--- src/design/rdc_pkg.sv ---
// ----------------------------------------------------------------------------
// rdc_pkg
// Shared constants, types and helpers of the radix digit counter.
// ----------------------------------------------------------------------------
`default_nettype none

package rdc_pkg;

  localparam int MAX_WORDS      = 4;
  localparam int MAX_RADIX_BITS = 32;
  localparam int WORD_BITS      = 64;
  localparam int STEP_BITS      = 4;
  localparam int STEPS          = WORD_BITS / STEP_BITS;
  localparam int BEAT_W         = $clog2(STEPS);
  localparam int WPOS_W         = $clog2(MAX_WORDS + 1);
  localparam int CNT_W          = 9;
  localparam int RADIX_W        = 6;
  localparam int OFF_W          = 5;
  localparam int REM_W          = 5;
  localparam int DIV_STEPS      = CNT_W;
  localparam int DIVC_W         = $clog2(DIV_STEPS + 1);
  localparam int APB_DW         = 32;
  localparam int APB_AW         = 1;

  localparam logic [RADIX_W-1:0] RADIX_RESET     = RADIX_W'(8);
  localparam logic [APB_AW-1:0]  REG_DIGIT_WIDTH = APB_AW'(0);

  typedef struct packed {
    logic [CNT_W-1:0] bit_length;
    logic [CNT_W-1:0] nonzero_total;
    logic [OFF_W-1:0] offset;
    logic             seen;
  } scan_state_t;

  function automatic logic [RADIX_W-1:0] eff_radix(input logic [RADIX_W-1:0] raw);
    logic [RADIX_W-1:0] r;
    r = raw;
    if (r == '0) r = RADIX_W'(1);
    if (r > RADIX_W'(MAX_RADIX_BITS)) r = RADIX_W'(MAX_RADIX_BITS);
    return r;
  endfunction

endpackage

`default_nettype wire

--- src/design/radix_digit_counter.sv ---
// ----------------------------------------------------------------------------
// radix_digit_counter
// Digit count and nonzero digit count of a scalar in radix 2^r.
//
// Input channel: one 64-bit scalar word per item, least significant first,
// in_last_word on the final word. Each word held within the first MAX_WORDS
// is scanned four bits a cycle through one shared scan step, so the input
// stalls while an accepted word is scanned. Words beyond MAX_WORDS are
// dropped and only set too_long; a dropped last word still closes the scalar.
// After the last word the digit count is worked out by a restoring divider
// at one quotient bit a cycle; the result item is registered once the
// division is done and the output register is free.
// The result sits in an output register, so a stalled receiver does not
// block scanning of the next scalar; only a second result waits for it.
// Configuration: digit width register at byte address 0 over the APB-style
// port, written while the block is idle. Reset sets the digit width to 8,
// clears the stream statistics and empties the output register; no clearing
// pass.
// ----------------------------------------------------------------------------
`default_nettype none

module radix_digit_counter (
  input  wire logic                          clk,
  input  wire logic                          rst_n,
  input  wire logic                          in_valid,
  output logic                               in_stall,
  input  wire logic [rdc_pkg::WORD_BITS-1:0] in_scalar_word,
  input  wire logic                          in_last_word,
  output logic                               out_valid,
  input  wire logic                          out_stall,
  output logic [rdc_pkg::CNT_W-1:0]          out_digit_count,
  output logic [rdc_pkg::CNT_W-1:0]          out_nonzero_digit_count,
  output logic                               out_too_long,
  input  wire logic                          psel,
  input  wire logic                          penable,
  input  wire logic                          pwrite,
  input  wire logic [rdc_pkg::APB_AW-1:0]    paddr,
  input  wire logic [rdc_pkg::APB_DW-1:0]    pwdata,
  output logic [rdc_pkg::APB_DW-1:0]         prdata,
  output logic                               pready
);

  typedef enum logic [1:0] {S_IDLE, S_SCAN, S_DIV} state_t;

  state_t                        state_r, state_nxt;
  logic [rdc_pkg::RADIX_W-1:0]   radix_r, radix_nxt;
  rdc_pkg::scan_state_t          st_r, st_nxt, scan_out;
  logic [rdc_pkg::WPOS_W-1:0]    wpos_r, wpos_nxt;
  logic                          ovf_r, ovf_nxt;
  logic [rdc_pkg::BEAT_W-1:0]    beat_r, beat_nxt;
  logic                          out_valid_r, out_valid_nxt;
  logic [rdc_pkg::CNT_W-1:0]     nz_r, nz_nxt;
  logic                          tl_r, tl_nxt;
  logic [rdc_pkg::CNT_W-1:0]     dc_r, dc_nxt;
  logic [rdc_pkg::CNT_W-1:0]     onz_r, onz_nxt;
  logic                          otl_r, otl_nxt;
  logic [rdc_pkg::WORD_BITS-1:0] word_r, word_nxt;
  logic                          last_r, last_nxt;

  logic                          in_acc;
  logic                          cfg_wr;
  logic                          div_start;
  logic [rdc_pkg::CNT_W-1:0]     div_dividend;
  logic                          div_done;
  logic [rdc_pkg::CNT_W-1:0]     div_quo;
  logic [rdc_pkg::RADIX_W-1:0]   radix_eff;
  logic [rdc_pkg::CNT_W-1:0]     base_pos;
  logic                          out_free;

  assign in_stall  = (state_r != S_IDLE);
  assign in_acc    = in_valid && !in_stall;
  assign cfg_wr    = psel && penable && pwrite && pready;
  assign pready    = 1'b1;
  assign prdata    = (paddr == rdc_pkg::REG_DIGIT_WIDTH)
                     ? rdc_pkg::APB_DW'(radix_r) : '0;
  assign radix_eff = rdc_pkg::eff_radix(radix_r);
  assign out_free  = !(out_valid_r && out_stall);
  assign base_pos  = (rdc_pkg::CNT_W'(wpos_r) << $clog2(rdc_pkg::WORD_BITS))
                   | (rdc_pkg::CNT_W'(beat_r) << $clog2(rdc_pkg::STEP_BITS));

  rdc_scan u_scan (
    .nib      (word_r[rdc_pkg::STEP_BITS-1:0]),
    .base_pos (base_pos),
    .radix    (radix_eff),
    .cur      (st_r),
    .nxt      (scan_out)
  );

  rdc_div u_div (
    .clk      (clk),
    .rst_n    (rst_n),
    .start    (div_start),
    .dividend (div_dividend),
    .divisor  (radix_eff),
    .done     (div_done),
    .quotient (div_quo)
  );

  always_comb begin
    state_nxt     = state_r;
    radix_nxt     = radix_r;
    st_nxt        = st_r;
    wpos_nxt      = wpos_r;
    ovf_nxt       = ovf_r;
    beat_nxt      = beat_r;
    nz_nxt        = nz_r;
    tl_nxt        = tl_r;
    dc_nxt        = dc_r;
    onz_nxt       = onz_r;
    otl_nxt       = otl_r;
    word_nxt      = word_r;
    last_nxt      = last_r;
    div_start     = 1'b0;
    div_dividend  = st_r.bit_length;
    out_valid_nxt = out_valid_r && out_stall;

    if (cfg_wr && paddr == rdc_pkg::REG_DIGIT_WIDTH) begin
      radix_nxt = pwdata[rdc_pkg::RADIX_W-1:0];
    end

    case (state_r)
      S_IDLE: begin
        if (in_acc) begin
          if (wpos_r < rdc_pkg::WPOS_W'(rdc_pkg::MAX_WORDS)) begin
            word_nxt  = in_scalar_word;
            last_nxt  = in_last_word;
            beat_nxt  = '0;
            state_nxt = S_SCAN;
          end else begin
            ovf_nxt = 1'b1;
            if (in_last_word) begin
              // dropped last word still closes the scalar
              div_start    = 1'b1;
              div_dividend = st_r.bit_length;
              nz_nxt       = st_r.nonzero_total + rdc_pkg::CNT_W'(st_r.seen);
              tl_nxt       = 1'b1;
              st_nxt       = '0;
              wpos_nxt     = '0;
              ovf_nxt      = 1'b0;
              state_nxt    = S_DIV;
            end
          end
        end
      end
      S_SCAN: begin
        st_nxt   = scan_out;
        word_nxt = word_r >> rdc_pkg::STEP_BITS;
        beat_nxt = beat_r + rdc_pkg::BEAT_W'(1);
        if (beat_r == rdc_pkg::BEAT_W'(rdc_pkg::STEPS - 1)) begin
          wpos_nxt  = wpos_r + rdc_pkg::WPOS_W'(1);
          state_nxt = S_IDLE;
          if (last_r) begin
            div_start    = 1'b1;
            div_dividend = scan_out.bit_length;
            nz_nxt       = scan_out.nonzero_total + rdc_pkg::CNT_W'(scan_out.seen);
            tl_nxt       = ovf_r;
            st_nxt       = '0;
            wpos_nxt     = '0;
            ovf_nxt      = 1'b0;
            state_nxt    = S_DIV;
          end
        end
      end
      S_DIV: begin
        if (div_done && out_free) begin
          dc_nxt        = div_quo;
          onz_nxt       = nz_r;
          otl_nxt       = tl_r;
          out_valid_nxt = 1'b1;
          state_nxt     = S_IDLE;
        end
      end
      default: begin
        state_nxt = S_IDLE;
      end
    endcase
  end

  always_ff @(posedge clk) begin
    if (!rst_n) begin
      state_r     <= S_IDLE;
      radix_r     <= rdc_pkg::RADIX_RESET;
      st_r        <= '0;
      wpos_r      <= '0;
      ovf_r       <= 1'b0;
      beat_r      <= '0;
      out_valid_r <= 1'b0;
      dc_r        <= '0;
      onz_r       <= '0;
      otl_r       <= 1'b0;
    end else begin
      state_r     <= state_nxt;
      radix_r     <= radix_nxt;
      st_r        <= st_nxt;
      wpos_r      <= wpos_nxt;
      ovf_r       <= ovf_nxt;
      beat_r      <= beat_nxt;
      out_valid_r <= out_valid_nxt;
      dc_r        <= dc_nxt;
      onz_r       <= onz_nxt;
      otl_r       <= otl_nxt;
    end
  end

  always_ff @(posedge clk) begin
    word_r <= word_nxt;
    last_r <= last_nxt;
    nz_r   <= nz_nxt;
    tl_r   <= tl_nxt;
  end

  assign out_valid               = out_valid_r;
  assign out_digit_count         = dc_r;
  assign out_nonzero_digit_count = onz_r;
  assign out_too_long            = otl_r;

endmodule

`default_nettype wire

--- src/design/rdc_scan.sv ---
// ----------------------------------------------------------------------------
// rdc_scan
// Bit scan step: folds a few scalar bits into the digit statistics.
// ----------------------------------------------------------------------------
`default_nettype none

module rdc_scan (
  input  wire logic [rdc_pkg::STEP_BITS-1:0] nib,
  input  wire logic [rdc_pkg::CNT_W-1:0]     base_pos,
  input  wire logic [rdc_pkg::RADIX_W-1:0]   radix,
  input  wire rdc_pkg::scan_state_t          cur,
  output rdc_pkg::scan_state_t               nxt
);

  always_comb begin
    logic [rdc_pkg::RADIX_W-1:0] t_off;
    rdc_pkg::scan_state_t        s;
    s     = cur;
    t_off = rdc_pkg::RADIX_W'(cur.offset);
    for (int i = 0; i < rdc_pkg::STEP_BITS; i++) begin
      if (nib[i]) begin
        s.bit_length = base_pos + rdc_pkg::CNT_W'(i + 1);
        s.seen       = 1'b1;
      end
      t_off = t_off + rdc_pkg::RADIX_W'(1);
      if (t_off >= radix) begin
        s.nonzero_total = s.nonzero_total + rdc_pkg::CNT_W'(s.seen);
        s.seen          = 1'b0;
        t_off           = '0;
      end
    end
    s.offset = t_off[rdc_pkg::OFF_W-1:0];
    nxt      = s;
  end

endmodule

`default_nettype wire

--- src/design/rdc_div.sv ---
// ----------------------------------------------------------------------------
// rdc_div
// Restoring divider, one quotient bit a cycle, rounding the quotient up.
// ----------------------------------------------------------------------------
`default_nettype none

module rdc_div (
  input  wire logic                        clk,
  input  wire logic                        rst_n,
  input  wire logic                        start,
  input  wire logic [rdc_pkg::CNT_W-1:0]   dividend,
  input  wire logic [rdc_pkg::RADIX_W-1:0] divisor,
  output logic                             done,
  output logic [rdc_pkg::CNT_W-1:0]        quotient
);

  logic [rdc_pkg::REM_W-1:0]   rem_r, rem_nxt;
  logic [rdc_pkg::CNT_W-1:0]   quo_r, quo_nxt;
  logic [rdc_pkg::CNT_W-1:0]   num_r, num_nxt;
  logic [rdc_pkg::RADIX_W-1:0] den_r, den_nxt;
  logic [rdc_pkg::DIVC_W-1:0]  cnt_r, cnt_nxt;
  logic                        busy_r, busy_nxt;
  logic                        done_r, done_nxt;
  logic [rdc_pkg::RADIX_W-1:0] trial;
  logic [rdc_pkg::RADIX_W-1:0] diff;

  assign trial = {rem_r, num_r[rdc_pkg::CNT_W-1]};
  assign diff  = trial - den_r;

  always_comb begin
    rem_nxt  = rem_r;
    quo_nxt  = quo_r;
    num_nxt  = num_r;
    den_nxt  = den_r;
    cnt_nxt  = cnt_r;
    busy_nxt = busy_r;
    done_nxt = done_r;
    if (start) begin
      rem_nxt  = '0;
      quo_nxt  = '0;
      num_nxt  = dividend;
      den_nxt  = divisor;
      cnt_nxt  = rdc_pkg::DIVC_W'(rdc_pkg::DIV_STEPS);
      busy_nxt = 1'b1;
      done_nxt = 1'b0;
    end else if (busy_r) begin
      num_nxt = num_r << 1;
      if (trial >= den_r) begin
        rem_nxt = diff[rdc_pkg::REM_W-1:0];
        quo_nxt = {quo_r[rdc_pkg::CNT_W-2:0], 1'b1};
      end else begin
        rem_nxt = trial[rdc_pkg::REM_W-1:0];
        quo_nxt = {quo_r[rdc_pkg::CNT_W-2:0], 1'b0};
      end
      cnt_nxt = cnt_r - rdc_pkg::DIVC_W'(1);
      if (cnt_r == rdc_pkg::DIVC_W'(1)) begin
        busy_nxt = 1'b0;
        done_nxt = 1'b1;
      end
    end
  end

  always_ff @(posedge clk) begin
    if (!rst_n) begin
      busy_r <= 1'b0;
      done_r <= 1'b0;
      cnt_r  <= '0;
    end else begin
      busy_r <= busy_nxt;
      done_r <= done_nxt;
      cnt_r  <= cnt_nxt;
    end
  end

  always_ff @(posedge clk) begin
    rem_r <= rem_nxt;
    quo_r <= quo_nxt;
    num_r <= num_nxt;
    den_r <= den_nxt;
  end

  assign done     = done_r;
  assign quotient = quo_r + rdc_pkg::CNT_W'(rem_r != '0);

endmodule

`default_nettype wire

--- config.mk ---
export PLATFORM = sky130hd
export DESIGN_NAME = radix_digit_counter
export DESIGN_NICKNAME = d
export VERILOG_FILES = /design/src/design/rdc_pkg.sv /design/src/design/radix_digit_counter.sv /design/src/design/rdc_scan.sv /design/src/design/rdc_div.sv
export SDC_FILE = /design/constraint.sdc
export NUM_CORES = 1
export LEC_CHECK = 0
export BUFFER_PORTS_ARGS = -buffer_cell sky130_fd_sc_hd__buf_2
export CAP_MARGIN = 20
export CORE_ASPECT_RATIO = 1.75
export CORE_MARGIN = 1
export CORE_UTILIZATION = 54
export CTS_BUF_LIST = sky130_fd_sc_hd__clkbuf_8
export CTS_CLUSTER_SIZE = 24
export DETAILED_ROUTE_END_ITERATION = 10
export GPL_TIMING_DRIVEN = 0
export PLACE_DENSITY = 0.8
export SYNTH_ARGS = -nofsm -noshare
export SYNTH_HDL_FRONTEND = slang
export SYNTH_SLANG_ARGS = --single-unit
export TNS_END_PERCENT = 50
--- constraint.sdc ---
create_clock -name clk -period 8.6 [get_ports clk]
set_input_delay 1.29 -clock clk [delete_from_list [all_inputs] [get_ports clk]]
set_output_delay 1.29 -clock clk [all_outputs]
set_load 0.005 [all_outputs]
# Word-level counts from Yosys, hierarchy flattened
# Index checks and enable logic that the tools add are counted.
# word_totals
inputBits	105
out_inout_bits	54
register_bits	170
elab_cells	176
# op_classes
addsub	19
mux	86
n_eq_ne	12
bitwise_logic	3
reduce_logical	24
order_cmp	7
# op_table
operator	n
$mux 9	18
$mux 64	2
$pmux 64 s2	1
$mux 24	5
$add 9x1->9	7
$pmux 24 s2	1
$mux 6	6
$ge 6x6->1	5
$mux 1	29
$add 6x1->6 const B	3
$add 9x2->9 const B	2
$pmux 9 s2	1
$mux 4	4
$mux 3	5
$ne 2x2->1 const B	7
$mux 2	6
$mux 5	2
$reduce_and 5->1	2
$add 9x1->9 const B	1
$add 9x3->9 const B	1
$or 9x6->9	1
$pmux 4 s2	1
$reduce_and 4->1	2
$add 5x1->6 const B	1
other kinds (25)	38

# Longest topological paths before layout
# depth
word_depth	19
depth_mapped	44
ltp_nobuf	40

# Cells and area by module
# A second synthesis with hierarchy kept.
# unflattened
hier_cells	1133
hier_area_um2	10403.7
# modules_own_cells
module	area_each_um2	n_inst	cells_each
radix_digit_counter	6090.8	1	609
rdc_scan	2588.7	1	368
rdc_div	1724.2	1	156

# Worst setup path before layout
# Ideal clock, no wire load.
# synth_timing
path_kind	register to register
from	reg st_r[1] (netlist name)
to	reg nz_r[8] (netlist name) (data pin)
arrival_time_ps	8581
setup_slack_ps	-247
stages_incl_launch_ff	45
setup_time_ps	266
period_less_slack_ps	8847
required_ps	8334
n_path_buf	4
cell_sequence	dfxtp_1 -> ha_1 -> nand3_1 -> xor2_1 -> inv_1 -> ha_1 -> nand3_1 -> nand2_2 -> a41o_4 -> buf_6 -> nor2_1 -> ha_1 -> nand3_1 -> xnor2_1 -> nor2_1 -> ha_1 -> a21o_1 -> a221o_4 -> [9 not listed] -> a311o_1 -> clkbuf_1 -> nor2_1 -> ha_1 -> ha_1 -> a21o_1 -> a21o_1 -> a21o_1 -> a21o_1 -> a21o_1 -> clkbuf_8 -> mux2_2 -> ha_1 -> ha_1 -> and3_2 -> o2111ai_1 -> o2111a_1 -> a211oi_2
# synth_between
elab_chain_cells	16
# synth_rtl
item	line_no	source
start: declaration	radix_digit_counter.sv:47	rdc_pkg::scan_state_t st_r, st_nxt, scan_out;
start signal: assignment	radix_digit_counter.sv:194	st_r <= st_nxt;
$add 5x1->6 (*)	rdc_scan.sv:25	t_off = t_off + rdc_pkg::RADIX_W'(1);
$ge 6x6->1	rdc_scan.sv:26	if (t_off >= radix) begin
$mux 6	rdc_scan.sv:26	
$add 6x1->6	rdc_scan.sv:25	
$ge 6x6->1	rdc_scan.sv:26	
$mux 6	rdc_scan.sv:26	
$add 6x1->6	rdc_scan.sv:25	
$ge 6x6->1	rdc_scan.sv:26	
$mux 6 / $mux 1 (equally long branches)	rdc_scan.sv:26	
$add 6x1->6 / $mux 1 (equally long branches)	rdc_scan.sv:25, rdc_scan.sv:21	
$ge 6x6->1 / $add 9x1->9 (equally long branches)	rdc_scan.sv:26, rdc_scan.sv:27	
$mux 9 / $mux 1 (equally long branches)	rdc_scan.sv:26	
$add 9x1->9 (*)	radix_digit_counter.sv:155	nz_nxt = scan_out.nonzero_total + rdc_pkg::CNT_W'(scan_out.seen);
$mux 9 (*)	radix_digit_counter.sv:152	if (last_r) begin
$mux 9 (*)	radix_digit_counter.sv:149	if (beat_r == rdc_pkg::BEAT_W'(rdc_pkg::STEPS - 1)) begin
$pmux 9 s2 (*)	radix_digit_counter.sv:121	case (state_r)
net nz_nxt (one bit)	radix_digit_counter.sv:52	logic [rdc_pkg::CNT_W-1:0] nz_r, nz_nxt;
end signal: assignment	radix_digit_counter.sv:208	nz_r <= nz_nxt;
end: declaration	radix_digit_counter.sv:52	
# Mark *: on every way through the listed nets, which the timed path passes. The rest lies on a longest branch. The select of a mux whose other input is x is not followed.
# A chain may end at the register's enable or synchronous reset.

# Final worst setup path
# Ends and elaborated chain as after synthesis.

==> flow_summary.yaml <==
global_route:
  grt_pass1_vias: 7958
  grt_pass1_wl_um: 36900
  grt_remaining_overflow: 0
  track_usage: 0.241
  grt_max_degree: 68
  antenna_found_initial: 0
worst_setup_path:
  cp-end-kind: "register"
  arrival_ns: 8.71
  r2r_slack_ns: 0.15
  start_kind: "register"
  critPathMaxFanout: 10
  cp_common_cell: "a21o_1"
  cpMaxStageDelayCell: "a311o_2"
  crit_type: "reg2reg"
  slowest_delay_ns: 0.45
  crit_required_ns: 8.86
sta:
  slew_headroom: 0.444
  tightest_slew_ns: 0.833
  slew_viol_final: 0
  min_period_over_period: 0.982
  setup-violations-final: 0
  finalHoldViolCount: 0
  timing.final.crit_period_ns: 8.45
  timing.setup.tns_ns: 0
  holdWs_ns: 0.464
  skew_ns: 0.0198
  timing.final.ws_setup_ns: 0.153
  fmax_mhz: 118
routing:
  vias: 8266
  drt_wl_total_um: 23200
  postRouteAntennaNets: 0
  drc: 0
  dr.pass1.iters: 5
  drt_iter0_drc: 435
  via_per_inst: 5.42
  wl_per_cell_um: 15.2
place:
  dpl_cell_area_um2: 11000
  dp.cells: 1476
  place_ws_ns: -1.33
  dp_hpwl_um: 17200
  io_buffers: 105
  place.gp.congestion: 0.901
layout:
  final_cells: 1525
  final_common_cell: "nand2_1"
  diodes: 0
  nets: 1436
  fill_cells: 1507
  final_cell_mix: "nand2_1 (289), buf_2 (106), edfxtp_1 (90), dfxtp_1 (74), nor2_1 (68)"
  fin_area_um2: 11800
  drive_above_1_share: 0.216
  synthToLayoutAreaGrowth_pct: 17.5
floorplan:
  die_w_um: 105
  core_region_area_um2: 18100
  start_util: 0.556
  rows: 65
  ios: 159
  chipHeight_um: 183
  die_area_um2: 19200
synthesis:
  syn-cell-area_um2: 10100
  ys_types: 82
  ys_warn_count: 0
  ys_seq_area_frac: 0.427
  synth-edff-count: 90
  avgSynthCellArea_um2: 9.07
  synth_ff_type: "edfxtp_1"
  synthCells: 1111
  async_flop_share: 0
  ys_ff_latch: 170
clock_tree:
  clock-sinks: 170
  cts_inserted_buffers: 17
  clock_path_buffers: 2
  path_clk_slew_ns: 0.09
  clockRootBuffer: "clkbuf_8"
  htreeDepth: 4
  clk_latency_ns: 0.46
  cts_tree: "built"
flow_run:
  maxCapViolations: 0
power:
  ir_worst_vdd_v: 0.000132
  power_per_cell_area_nw_per_um2: 217
  leakagePower_nw: 5.15
run_status:
  status: "completed"
hold_path:
  hold_path.class: "reg2reg"
[flip-flops by register name, summed over array words and instances, names as in the netlist, 2 cells and up]
register,flops
word_r,64
st_r,24
nz_r,9
out_digit_count,9
out_nonzero_digit_count,9
u_div.num_r,9
u_div.quo_r,9
radix_r,6
u_div.den_r,6
u_div.rem_r,5
beat_r,4
u_div.cnt_r,4
wpos_r,3
state_r,2
[kinds of logic after synthesis]
family | count (synthesis) | share of synthesized area
adders and majority gates | 53 | 0.0665
muxes | 28 | 0.0295
other | 2 | 0.000745
xor gates and xnor gates | 62 | 0.0583
and+or+nand+nor | 515 | 0.232
DFF | 170 | 0.427
buffers and inverters | 109 | 0.0599
AOI/OAI and AO/OA | 172 | 0.126
[final timing paths]
kind,start,endpoint,cells after the start
setup / recovery,st_r[1]$_SDFFE_PN0P_,nz_r[8]$_DFFE_PP_,42
hold / removal,out_nonzero_digit_count[6]$_SDFFE_PN0P_,out_nonzero_digit_count[6]$_SDFFE_PN0P_,2
setup reg to reg,st_r[1]$_SDFFE_PN0P_,nz_r[8]$_DFFE_PP_,42
hold reg to reg,out_nonzero_digit_count[6]$_SDFFE_PN0P_,out_nonzero_digit_count[6]$_SDFFE_PN0P_,2
[report_power, final]
group	internal [mW]	switching, mW	leakage, nW
Clock	0.302	0.306	0.220
Sequential	0.928	0.0392	1.52
Combinational	0.467	0.528	3.40
Total	1.70	0.873	5.15
[cells in the mapped netlist, types with 10 or more instances]
cell | number | area, um2
mux2i_1 | 23 | 230
nand2_1 | 292 | 1100
o21ai_0 | 26 | 130
clkbuf_1 | 39 | 146
nor2b_1 | 34 | 213
ha_1 | 52 | 651
nor2_1 | 76 | 285
nand3_1 | 30 | 150
and2_1 | 13 | 81.3
inv_1 | 30 | 113
xor2_1 | 27 | 236
buf_4 | 27 | 203
a21oi_1 | 31 | 155
a21o_1 | 10 | 75.1
dfxtp_1 | 80 | 1600
a22oi_1 | 16 | 120
a31oi_1 | 15 | 93.8
xnor2_1 | 32 | 280
a21boi_0 | 16 | 120
edfxtp_1 | 90 | 2700
[layer usage]
layer | up-vias | track usage | routed length [um]
met5 | - | 0 | 0
met4 | 0 | 0.121 | 884
met3 | 60 | 0.0426 | 1160
met2 | 268 | 0.447 | 12400
met1 | 3845 | 0.258 | 8750
li1 | 4093 | - | -
[metrics by stage]
| step | total power [mW] | utilization |
|---|---|---|
| floorplan | 1.62 | - |
| global placement | 1.79 | 0.608 |
| detailed placement | 1.82 | 0.609 |
| CTS | 2.45 | 0.638 |
| global route | 2.73 | 0.653 |
| finish | 2.57 | 0.653 |
[layout make-up]
cell class	count	area (um2)	share of cell area
multi-input combinational	857	5540	0.468
sequential	170	4310	0.364
timing repair buffer	125	673	0.0568
buffer	77	483	0.0408
tap	234	293	0.0247
clock buffer	18	248	0.0209
clock inverter	14	178	0.0150
inverter	30	115	0.00972
[repair_timing]
action,in CTS,in global routing
gates resized for setup,15,36
setup buffers,8,11
pin swaps,7,16
hold buffers,0,0
setup endpoints to repair,24,6
[critical path, delay by kind of cell, from the launching register on]
kind	cells	cell delay, ns
xor gates and xnor gates	2	0.34
muxes	1	0.24
DFF	1	0.41
buffers and inverters	4	0.54
adders and majority gates	9	1.98
and+or+nand+nor	11	1.50
AOI/OAI and AO/OA	15	3.28
No activity file was read; power rests on OpenSTA's default activity.
